<file path="config.mk">
export PLATFORM = sky130hd
export DESIGN_NAME = sliding_window_maximum_top
export DESIGN_NICKNAME = d
export VERILOG_FILES = /design/src/swm_pkg.sv /design/src/swm_ram.sv /design/src/swm_ctrl.sv /design/src/swm_dp.sv /design/src/sliding_window_maximum_top.sv
export SDC_FILE = /design/constraint.sdc
export NUM_CORES = 2
export LEC_CHECK = 0
export ABC_AREA = 1
export BUFFER_PORTS_ARGS = -buffer_cell sky130_fd_sc_hd__buf_2
export CAP_MARGIN = 10
export CORE_MARGIN = 2
export CORE_UTILIZATION = 35
export DETAILED_ROUTE_END_ITERATION = 10
export PLACE_DENSITY = 0.46
export SYNTH_ARGS = -nofsm -noshare
export SYNTH_HDL_FRONTEND = slang
export SYNTH_HIERARCHICAL = 1
export SYNTH_SLANG_ARGS = --single-unit
</file>
<file path="constraint.sdc">
create_clock -name clk -period 12.1 [get_ports clk]
set_input_delay 1.815 -clock clk [delete_from_list [all_inputs] [get_ports clk]]
set_output_delay 1.815 -clock clk [all_outputs]
set_load 0.05 [all_outputs]
</file>
<file path="src/swm_pkg.sv">
// shared constants and control types for the sliding window maximum block
`default_nettype none
package swm_pkg;
	localparam int MAX_WINDOW   = 64;
	localparam int SAMPLE_WIDTH = 32;
	localparam int IDX_W        = $clog2(MAX_WINDOW);
	localparam int WIN_W        = 7;
	localparam int POS_W        = 7;
	localparam int ENTRY_W      = POS_W + SAMPLE_WIDTH;

	localparam logic [WIN_W-1:0] WIN_RESET = WIN_W'(3);
	localparam logic [WIN_W-1:0] WIN_MIN   = WIN_W'(1);
	localparam logic [WIN_W-1:0] WIN_MAX   = WIN_W'(MAX_WINDOW);

	typedef struct packed {
		logic accept;
		logic in_head;
		logic in_tail;
		logic head_pop;
		logic tail_pop;
		logic finish;
	} swm_cmd_t;

	typedef struct packed {
		logic head_expired;
		logic tail_not_greater;
		logic has_result;
		logic out_busy;
	} swm_status_t;
endpackage
`default_nettype wire

</file>
<file path="src/swm_ram.sv">
// generic single write port ram with one registered read port
`default_nettype none
module swm_ram #(
	parameter int WIDTH = 8,
	parameter int DEPTH = 16
) (
	input  wire logic                     clk,
	input  wire logic                     we,
	input  wire logic [$clog2(DEPTH)-1:0] waddr,
	input  wire logic [WIDTH-1:0]         wdata,
	input  wire logic [$clog2(DEPTH)-1:0] raddr,
	output logic      [WIDTH-1:0]         rdata
);
	logic [WIDTH-1:0] mem_q [DEPTH];
	logic [WIDTH-1:0] rdata_q;

	always_ff @(posedge clk) begin
		if (we) begin
			mem_q[waddr] <= wdata;
		end
		rdata_q <= mem_q[raddr];
	end

	assign rdata = rdata_q;
endmodule
`default_nettype wire

</file>
<file path="src/swm_ctrl.sv">
// controller state machine for the deque engine
`default_nettype none
module swm_ctrl (
	input  wire logic                 clk,
	input  wire logic                 arst_n,
	input  wire logic                 in_valid,
	output logic                      in_ready,
	input  wire swm_pkg::swm_status_t status,
	output swm_pkg::swm_cmd_t         cmd
);
	import swm_pkg::*;

	localparam logic [1:0] S_IDLE = 2'd0;
	localparam logic [1:0] S_HEAD = 2'd1;
	localparam logic [1:0] S_TAIL = 2'd2;

	logic [1:0] state_q;
	logic [1:0] state_d;

	always_comb begin
		cmd      = '0;
		state_d  = state_q;
		in_ready = 1'b0;
		unique case (state_q)
			S_IDLE: begin
				in_ready = 1'b1;
				if (in_valid) begin
					cmd.accept = 1'b1;
					state_d    = S_HEAD;
				end
			end
			S_HEAD: begin
				cmd.in_head = 1'b1;
				if (status.head_expired) begin
					cmd.head_pop = 1'b1;
				end else begin
					state_d = S_TAIL;
				end
			end
			S_TAIL: begin
				cmd.in_tail = 1'b1;
				if (status.tail_not_greater) begin
					cmd.tail_pop = 1'b1;
				end else if (!(status.has_result && status.out_busy)) begin
					cmd.finish = 1'b1;
					state_d    = S_IDLE;
				end
			end
			default: begin
				state_d = S_IDLE;
			end
		endcase
	end

	always_ff @(posedge clk or negedge arst_n) begin
		if (!arst_n) begin
			state_q <= S_IDLE;
		end else begin
			state_q <= state_d;
		end
	end
endmodule
`default_nettype wire

</file>
<file path="src/swm_dp.sv">
// datapath: deque pointers, counters, candidate store and result register
`default_nettype none
module swm_dp (
	input  wire logic                                clk,
	input  wire logic                                arst_n,
	input  wire logic                                cfg_wr_en,
	input  wire logic [swm_pkg::WIN_W-1:0]           cfg_wr_data,
	input  wire logic signed [swm_pkg::SAMPLE_WIDTH-1:0] sample,
	input  wire logic                                end_of_sequence,
	input  wire swm_pkg::swm_cmd_t                   cmd,
	output swm_pkg::swm_status_t                     status,
	output logic                                     out_valid,
	input  wire logic                                out_ready,
	output logic signed [swm_pkg::SAMPLE_WIDTH-1:0]  window_max,
	output logic                                     sequence_done,
	output logic                                     short_window
);
	import swm_pkg::*;

	logic [WIN_W-1:0]               win_cfg_q;
	logic [WIN_W-1:0]               win_q;
	logic signed [SAMPLE_WIDTH-1:0] sample_q;
	logic                           eos_q;
	logic [IDX_W-1:0]               head_q;
	logic [IDX_W-1:0]               tail_q;
	logic [WIN_W-1:0]               occ_q;
	logic [POS_W-1:0]               pos_q;
	logic [WIN_W-1:0]               seen_q;
	logic signed [SAMPLE_WIDTH-1:0] head_val_q;

	logic                           out_valid_q;
	logic signed [SAMPLE_WIDTH-1:0] out_max_q;
	logic                           out_done_q;
	logic                           out_short_q;

	logic [IDX_W-1:0]               raddr;
	logic [ENTRY_W-1:0]             rdata;
	logic [POS_W-1:0]               rd_pos;
	logic signed [SAMPLE_WIDTH-1:0] rd_val;
	logic [POS_W-1:0]               age;
	logic [WIN_W-1:0]               seen_inc;
	logic [WIN_W-1:0]               seen_next;
	logic [WIN_W-1:0]               win_clamped;
	logic signed [SAMPLE_WIDTH-1:0] max_now;

	assign rd_pos = rdata[ENTRY_W-1 -: POS_W];
	assign rd_val = $signed(rdata[SAMPLE_WIDTH-1:0]);
	assign age    = pos_q - rd_pos;

	// clamp the window to 1..MAX_WINDOW
	always_comb begin
		if (win_cfg_q < WIN_MIN) begin
			win_clamped = WIN_MIN;
		end else if (win_cfg_q > WIN_MAX) begin
			win_clamped = WIN_MAX;
		end else begin
			win_clamped = win_cfg_q;
		end
	end

	assign seen_inc  = seen_q + WIN_W'(1);
	assign seen_next = (seen_inc > win_q) ? win_q : seen_inc;
	assign max_now   = (occ_q == '0) ? sample_q : head_val_q;

	// read address follows the next entry the engine will look at
	always_comb begin
		if (cmd.in_head) begin
			raddr = cmd.head_pop ? (head_q + IDX_W'(1)) : (tail_q - IDX_W'(1));
		end else if (cmd.in_tail) begin
			raddr = cmd.tail_pop ? (tail_q - IDX_W'(2)) : (tail_q - IDX_W'(1));
		end else begin
			raddr = head_q;
		end
	end

	always_comb begin
		status.head_expired     = (occ_q != '0) && (age >= win_q);
		status.tail_not_greater = (occ_q != '0) && (rd_val <= sample_q);
		status.has_result       = (seen_next >= win_q) || eos_q;
		status.out_busy         = out_valid_q && !out_ready;
	end

	swm_ram #(
		.WIDTH(ENTRY_W),
		.DEPTH(MAX_WINDOW)
	) u_cand_ram (
		.clk  (clk),
		.we   (cmd.finish),
		.waddr(tail_q),
		.wdata({pos_q, sample_q}),
		.raddr(raddr),
		.rdata(rdata)
	);

	always_ff @(posedge clk or negedge arst_n) begin
		if (!arst_n) begin
			win_cfg_q   <= WIN_RESET;
			win_q       <= WIN_MIN;
			head_q      <= '0;
			tail_q      <= '0;
			occ_q       <= '0;
			pos_q       <= '0;
			seen_q      <= '0;
			out_valid_q <= 1'b0;
		end else begin
			if (cfg_wr_en) begin
				win_cfg_q <= cfg_wr_data;
			end
			if (cmd.finish && status.has_result) begin
				out_valid_q <= 1'b1;
			end else if (out_ready) begin
				out_valid_q <= 1'b0;
			end
			if (cmd.accept) begin
				win_q <= win_clamped;
			end
			if (cmd.head_pop) begin
				head_q <= head_q + IDX_W'(1);
				occ_q  <= occ_q - WIN_W'(1);
			end
			if (cmd.tail_pop) begin
				tail_q <= tail_q - IDX_W'(1);
				occ_q  <= occ_q - WIN_W'(1);
			end
			if (cmd.finish) begin
				if (eos_q) begin
					head_q <= '0;
					tail_q <= '0;
					occ_q  <= '0;
					pos_q  <= '0;
					seen_q <= '0;
				end else begin
					tail_q <= tail_q + IDX_W'(1);
					occ_q  <= occ_q + WIN_W'(1);
					pos_q  <= pos_q + POS_W'(1);
					seen_q <= seen_next;
				end
			end
		end
	end

	always_ff @(posedge clk) begin
		if (cmd.accept) begin
			sample_q <= sample;
			eos_q    <= end_of_sequence;
		end
		if (cmd.in_head && !cmd.head_pop) begin
			head_val_q <= rd_val;
		end
		if (cmd.finish && status.has_result) begin
			out_max_q   <= max_now;
			out_done_q  <= eos_q;
			out_short_q <= (seen_next < win_q);
		end
	end

	assign out_valid     = out_valid_q;
	assign window_max    = out_max_q;
	assign sequence_done = out_done_q;
	assign short_window  = out_short_q;

	a_occ_bound: assert property (@(posedge clk) disable iff (!arst_n)
		occ_q <= WIN_MAX)
		else $error("deque occupancy beyond the store depth");

	a_ptr_consistent: assert property (@(posedge clk) disable iff (!arst_n)
		tail_q == head_q + occ_q[IDX_W-1:0])
		else $error("tail does not match head plus occupancy");

	a_no_overwrite: assert property (@(posedge clk) disable iff (!arst_n)
		(cmd.finish && status.has_result) |-> !status.out_busy)
		else $error("result register overwritten while waiting");

	a_pop_nonempty: assert property (@(posedge clk) disable iff (!arst_n)
		(cmd.head_pop || cmd.tail_pop) |-> (occ_q != '0))
		else $error("pop from an empty deque");
endmodule
`default_nettype wire

</file>
<file path="src/sliding_window_maximum_top.sv">
// top level of the sliding window maximum block
// flow: a word is taken in the idle state, then the head state ages out expired
//   candidates and the tail state drops smaller tail candidates and pushes the word;
//   the push waits while an earlier result is unaccepted and a new one is due; any
//   result word is valid the cycle after the push; a new word is taken only in the
//   idle state, and both deque ends share the single read port of the candidate ram
// reset: arst_n clears the deque, counters and output valid at once; window_size
//   returns to 3; the candidate ram is not cleared, the occupancy count guards reads
`default_nettype none
module sliding_window_maximum_top (
	input  wire logic                               clk,
	input  wire logic                               arst_n,
	// configuration: one register, written whenever the enable is high
	input  wire logic                               cfg_wr_en,
	input  wire logic [swm_pkg::WIN_W-1:0]          cfg_wr_data,
	// input words
	input  wire logic                               in_valid,
	output logic                                    in_ready,
	input  wire logic signed [swm_pkg::SAMPLE_WIDTH-1:0] sample,
	input  wire logic                               end_of_sequence,
	// result words
	output logic                                    out_valid,
	input  wire logic                               out_ready,
	output logic signed [swm_pkg::SAMPLE_WIDTH-1:0] window_max,
	output logic                                    sequence_done,
	output logic                                    short_window
);
	import swm_pkg::*;

	swm_cmd_t    cmd;
	swm_status_t status;

	// sequencer: idle, age out head, trim tail and push
	swm_ctrl u_ctrl (
		.clk     (clk),
		.arst_n  (arst_n),
		.in_valid(in_valid),
		.in_ready(in_ready),
		.status  (status),
		.cmd     (cmd)
	);

	// deque storage, pointers, counters and the output register, which lets
	// a new word in while a finished result still waits
	swm_dp u_dp (
		.clk            (clk),
		.arst_n         (arst_n),
		.cfg_wr_en      (cfg_wr_en),
		.cfg_wr_data    (cfg_wr_data),
		.sample         (sample),
		.end_of_sequence(end_of_sequence),
		.cmd            (cmd),
		.status         (status),
		.out_valid      (out_valid),
		.out_ready      (out_ready),
		.window_max     (window_max),
		.sequence_done  (sequence_done),
		.short_window   (short_window)
	);
endmodule
`default_nettype wire
</file>
Word-level counts from Yosys, hierarchy flattened. Memory sizes are Yosys's and may differ from the RTL's. A register that Yosys moved wholly into a read port is not among the register bits. Index checks and enable logic that the tools add are counted.

RAM bits: 2496. Memories kept: 1. Input port bits: 45. Memory bits (read-only): 0. Output and inout port bits: 36. Logic and storage cells: 94. Register bits after elaboration: 149. Bits in latches: 0.

Memory list: u_dp.u_cand_ram.mem_q (words 64, bits a word 39, read ports 1, clocked after Yosys merged registers in 1, wr ports 1, RTL line swm_ram.sv:14) `logic [WIDTH-1:0] mem_q [DEPTH];`.

Muxes and demuxes: 40. Eq/ne operators: 6. Multiply operators: 0. Div/mod/pow operators: 0. Bitwise logic cells: 0. Reduce and logical (&&, ||, !) cells: 16. $add $sub $neg: 9. Order comparisons: 7. Shift operators: 0.

Operators by type and width (count): $mux 7 (9); $mux 6 (10); $le 32x32->1 (1); $mux 32 (1); $add 7x1->7 const B (3); $ge 7x7->1 (2); $mux 1 (14); $add 6x1->6 const B (2); $mux 2 (5); $ne 2x2->1 const B (4); $gt 7x7->1 (1); $gt 7x7->1 const B (1); $logic_not 7->1 (1); $lt 7x1->1 const B (1); $lt 7x7->1 (1); $reduce_bool 7->1 (1); $sub 7x1->7 const B (1); $sub 7x7->7 (1); $logic_and 1x1->1 (6); $pmux 2 s3 (1); $sub 6x1->6 const B (1); $sub 6x2->6 const B (1); $reduce_and 4->1 (1); $reduce_bool 2->1 (2); 6 further kinds (7).

Depth between registers and ports, before layout.
Word-level depth: 12. Depth in mapped cells: 37. Depth with buffers taken out: 33.

By module. Netlist, hierarchy kept.

Modules (own cells, without submodules): swm_ram (cells each 8234, area each 101092.0 µm², sequential area each 75732.6 µm², times used 1); swm_dp (cells each 778, area each 7773.7 µm², sequential area each 4177.8 µm², times used 1); swm_ctrl (cells each 21, area each 130.1 µm², sequential area each 50.0 µm², times used 1).

Least setup slack after synthesis. Ideal clock, no wire load.

Path kind: register -> register. Start point: reg u_dp.seen_q[0]. End point: mem u_dp/u_cand_ram/mem_q[48][0] (netlist bit) (enable). Cell stages (with the launch flop): 28. Buffers on the path: 2. Data arrival time: 7544 ps. Period minus slack after synthesis: 8077 ps. Data required time: 11566 ps. Path slack: 4023 ps. Setup time: 534 ps. Path through: dfrtp_1 -> ha_1 -> nand3_2 -> nand3b_1 -> xor2_1 -> inv_1 -> ha_1 -> nand2_1 -> nor2_2 -> nand2_1 -> o211ai_2 -> nand2_4 -> buf_6 -> nand2_1 -> o21ai_2 -> ha_1 -> a21oi_1 -> o21ai_0 -> nand2_1 -> o211ai_1 -> inv_1 -> nand3b_1 -> nand2_1 -> nand2_1 -> nor2_1 -> clkbuf_1 -> nand4_1 -> nor4_1.

RTL lines: start, declared (RTL line swm_dp.sv:28) `logic [WIN_W-1:0] seen_q;`; start signal, assigned (RTL line swm_dp.sv:136) `seen_q <= seen_next;`; end, declared (RTL line swm_ram.sv:14).

==> impl_results.md <==
* Number of global-route vias before repair at 69500
* # setup viols final at 0
* CTS tree: yes
* CTS H-tree lvls at 5
* CP required at between 10 and 15 ns
* Post-detailed-route count of antenna-violating nets at 0
* IO Port Bufs at 80
* Placeable Area at ~310000 um^2
* Clk_lat worst skew at slightly below 0.9 ns
* DR pass1 iterations at 6
* Post-CTS setup buffer count at 0
* GR peak layer: met2
* Via-to-Cell Ratio at about 5.4
* Hold Vio Cnt, Final at 0
* Mean Syn Cell Area at between 10 and 15 um^2
* RSZ-0062 raised after global routing: no
* Clk sinks at 2684
* Post-DP HPWL at 193000 um
* Worst r2r src: u_dp/u_cand_ram/rdata[32]
* Overall fraction of global-route tracks in use at 0.238
* Clock Pin Slew Worst Setup and Hold Paths at roughly 0.060 ns
* Minimum clock period at a little under 8 ns
* Starting Density at 0.352
* # fillers at 29500
* Grt met2 use at 0.386
* Num CTS Buffers at 300
* CP max stage cell: buf_4
* Max_cap viols at 0
* Mapped cell area at 109000 um^2
* Nets@finish at between 9000 and 10000
* Max FO, Critical Path at 58
* CTS resizes at 0
* Worst slew margin at 0.165
* M1 GR Usage at 0.334
* Fin. max-slew vios at 0
* Top_reg_cell synth: edfxtp_1
* Row cnt at 204
* Yosys cell types at 50
* Syn_nets at 9149
* Initial antenna violation count at 25
* CP max stage delay at between 0.6 and 0.7 ns
* HP Class: flip-flop to flip-flop
* Launch point of the worst hold path: u_dp/u_cand_ram/rdata[15]
* Arr. time, crit path at between 8 and 9 ns
* Critical path buffers and inverters at 9
* FF+latch count, synth at 2684
* Final Skew at just under 0.06 ns
* CTS Hold Bufs at 0
* DRC at 0
* Post-Route WL at approximately 380000 um
* Fraction of layout cells with a size suffix above 1 at 0.0829
* Slew @ Worst Pin at 1.25 ns
* Die height at roughly 560 um
* Outcome: complete, no violations
* Synth Instances at about 9000
* Post-synthesis sequential area ratio at 0.734
* Largest net degree at the start of global routing at roughly 180
* Kind of start point of the critical path: flip-flop
* RePlAce Congestion at ~0.83
* Clk buf depth at 4
* Number of synthesized flops with an enable pin at around 2600
* Final Cycle Share at 0.651
* Clock root buffer master: clkbuf_16
* Yosys warning count at 6
* Die Wd at roughly 560 um
* Routed vias at roughly 73000
* Syn-to-layout area delta at 12.5%
* Top cell family by delay on the critical path: buffers and inverters
* Worst Setup SP: u_dp/u_cand_ram/rdata[32]
* Met3 usage at 0.0307
* Kind of critical path: flip-flop to flip-flop
* Io pins at between 80 and 90
* DRT iter0 DRCs at 7935
* Crit path top cell by count: nand2_1
* GR Overflow Total at 0
* TNS Setup at 0 ns
* Global-route wire length before repair at 540000 um
* Asr flop ratio synth at 0.0186
* WL/cell at approximately 29 um
* Fmax at 127 MHz
* Die area at between 300000 and 400000 um^2
* Crit. End Element: flip-flop
-- final timing paths --
path / cells after the start / to / slack [ns]
min: 0 / u_dp/head_val_q[15] / 0.45
min in group asynchronous: 2 / u_dp/win_cfg_q[2] / 1.09
min reg2reg: 0 / u_dp/head_val_q[15] / 0.45
max: 30 / u_dp/u_cand_ram/rdata[30] / 4.23
max in group asynchronous: 2 / u_dp/pos_q[6] / 10.47
max reg2reg: 30 / u_dp/u_cand_ram/rdata[30] / 4.23
-- synth_stat cells, types with 3 or more instances --
library cell  count  share of area
ha_1             70         0.0080
inv_2             5        0.00017
xor2_1           16         0.0013
a21oi_1          51         0.0023
o21a_1            3        0.00021
clkbuf_1        106         0.0037
dfstp_2           3        0.00072
nor2_1           88         0.0030
nor3_2            3        0.00028
o211ai_1          5        0.00034
nand3b_1          4        0.00028
o21ai_0          77         0.0035
buf_8             5        0.00069
a31oi_1           7        0.00040
nand4_1          17        0.00098
buf_4            35         0.0024
nand3_1        2344           0.11
nor3_1            9        0.00041
clkinv_1          3        0.00010
buf_2           322          0.015
o22ai_1           8        0.00046
buf_6            58         0.0060
dfxtp_1          39         0.0072
a21o_1            3        0.00021
dfrtp_1          47          0.011
inv_1           118         0.0041
edfxtp_1       2595           0.71
o21ai_2           6        0.00048
mux2_2            3        0.00031
nand2_1        2909           0.10
nor2_2            5        0.00029
clkbuf_2          4        0.00018
nor4_1            8        0.00046
buf_1            34         0.0012
xnor2_1           4        0.00032
-- worst reg2reg max path, delay by kind of cell, from the launching register on --
family                   cells  cell delay (ns)
AND/OR/NAND/NOR             10             1.43
XOR/XNOR                     1             0.09
flip-flops                   1             0.68
buffers and inverters        9             3.19
AO/OA/AOI/OAI                7             1.29
adder cells (fa/ha/maj)      3             1.00
-- sequential cells by signal (all words and copies together), names as in the netlist, 7 cells and up --
name                   cells
u_dp/occ_q                 7
u_dp/win_cfg_q             7
u_dp/pos_q                 7
u_dp/window_max           32
u_dp/seen_q                7
u_dp/sample_q             32
u_dp/u_cand_ram/mem_q   2496
u_dp/win_q                 7
u_dp/head_val_q           32
u_dp/u_cand_ram/rdata     39
-- layout make-up --
type	count	area [um^2]	area share
Sequential cell	2684	80000	0.652
Multi-Input combinational cell	5657	25900	0.211
Clock buffer	389	8050	0.0656
Tap cell	4120	5150	0.0420
Timing Repair Buffer	258	2010	0.0164
Clock inverter	133	931	0.00759
Inverter	127	519	0.00423
Antenna cell	46	115	0.000938
-- metal layers --
layer,wire length (um),part of all wire
met5,0,0
met4,12400,0.032
met3,24200,0.063
met2,180000,0.47
met1,167000,0.44
-- layout by cell type (no fill, tap or decap), drive strengths merged --
| cell type | n |
|---|---|
| a21o | 3 |
| a21oi | 51 |
| a22o | 2 |
| a22oi | 2 |
| a31oi | 7 |
| a32oi | 1 |
| buf | 258 |
| bufinv | 8 |
| clkbuf | 389 |
| clkinv | 111 |
| clkinvlp | 4 |
| dfrtp | 47 |
| dfstp | 3 |
| dfxtp | 39 |
| diode | 46 |
| edfxtp | 2595 |
| fa | 1 |
| ha | 70 |
| inv | 137 |
| mux2 | 3 |
| nand2 | 2911 |
| nand3 | 2346 |
| nand3b | 4 |
| nand4 | 17 |
| nor2 | 94 |
| nor3 | 12 |
| nor3b | 1 |
| nor4 | 8 |
| o211ai | 6 |
| o21a | 3 |
| o21ai | 85 |
| o221ai | 1 |
| o22ai | 8 |
| or2 | 1 |
| xnor2 | 4 |
| xor2 | 16 |
-- per-stage QoR --
step / cells / utilization / worst slack (ns) / hold WS (ns) / instance area [um^2]
6_report: 13400 / 0.397 / 4.23 / 0.451 / 123000
2_1_floorplan: 9033 / - / 4.02 / 0.408 / 109000
4_1_cts: 13400 / 0.396 / 4.26 / 0.451 / 123000
3_3_place_gp: 12800 / 0.367 / 4.25 / 0.428 / 114000
3_5_place_dp: 12800 / 0.367 / 4.32 / 0.436 / 114000
5_1_grt: 13400 / 0.396 / 3.77 / 0.465 / 123000
-- logic make-up after synthesis --
group / count (synthesis) / synth area share
compound gates: 169 / 0.00864
xor+xnor: 20 / 0.00161
buf+inv: 692 / 0.0335
flops: 2684 / 0.734
simple gates: 5394 / 0.214
fa+ha+maj: 71 / 0.00822
mux: 3 / 0.000310
Power is left out: the tool's default activity adds up to more than one toggle a clock period on the data nets, which glitch-free logic cannot reach.
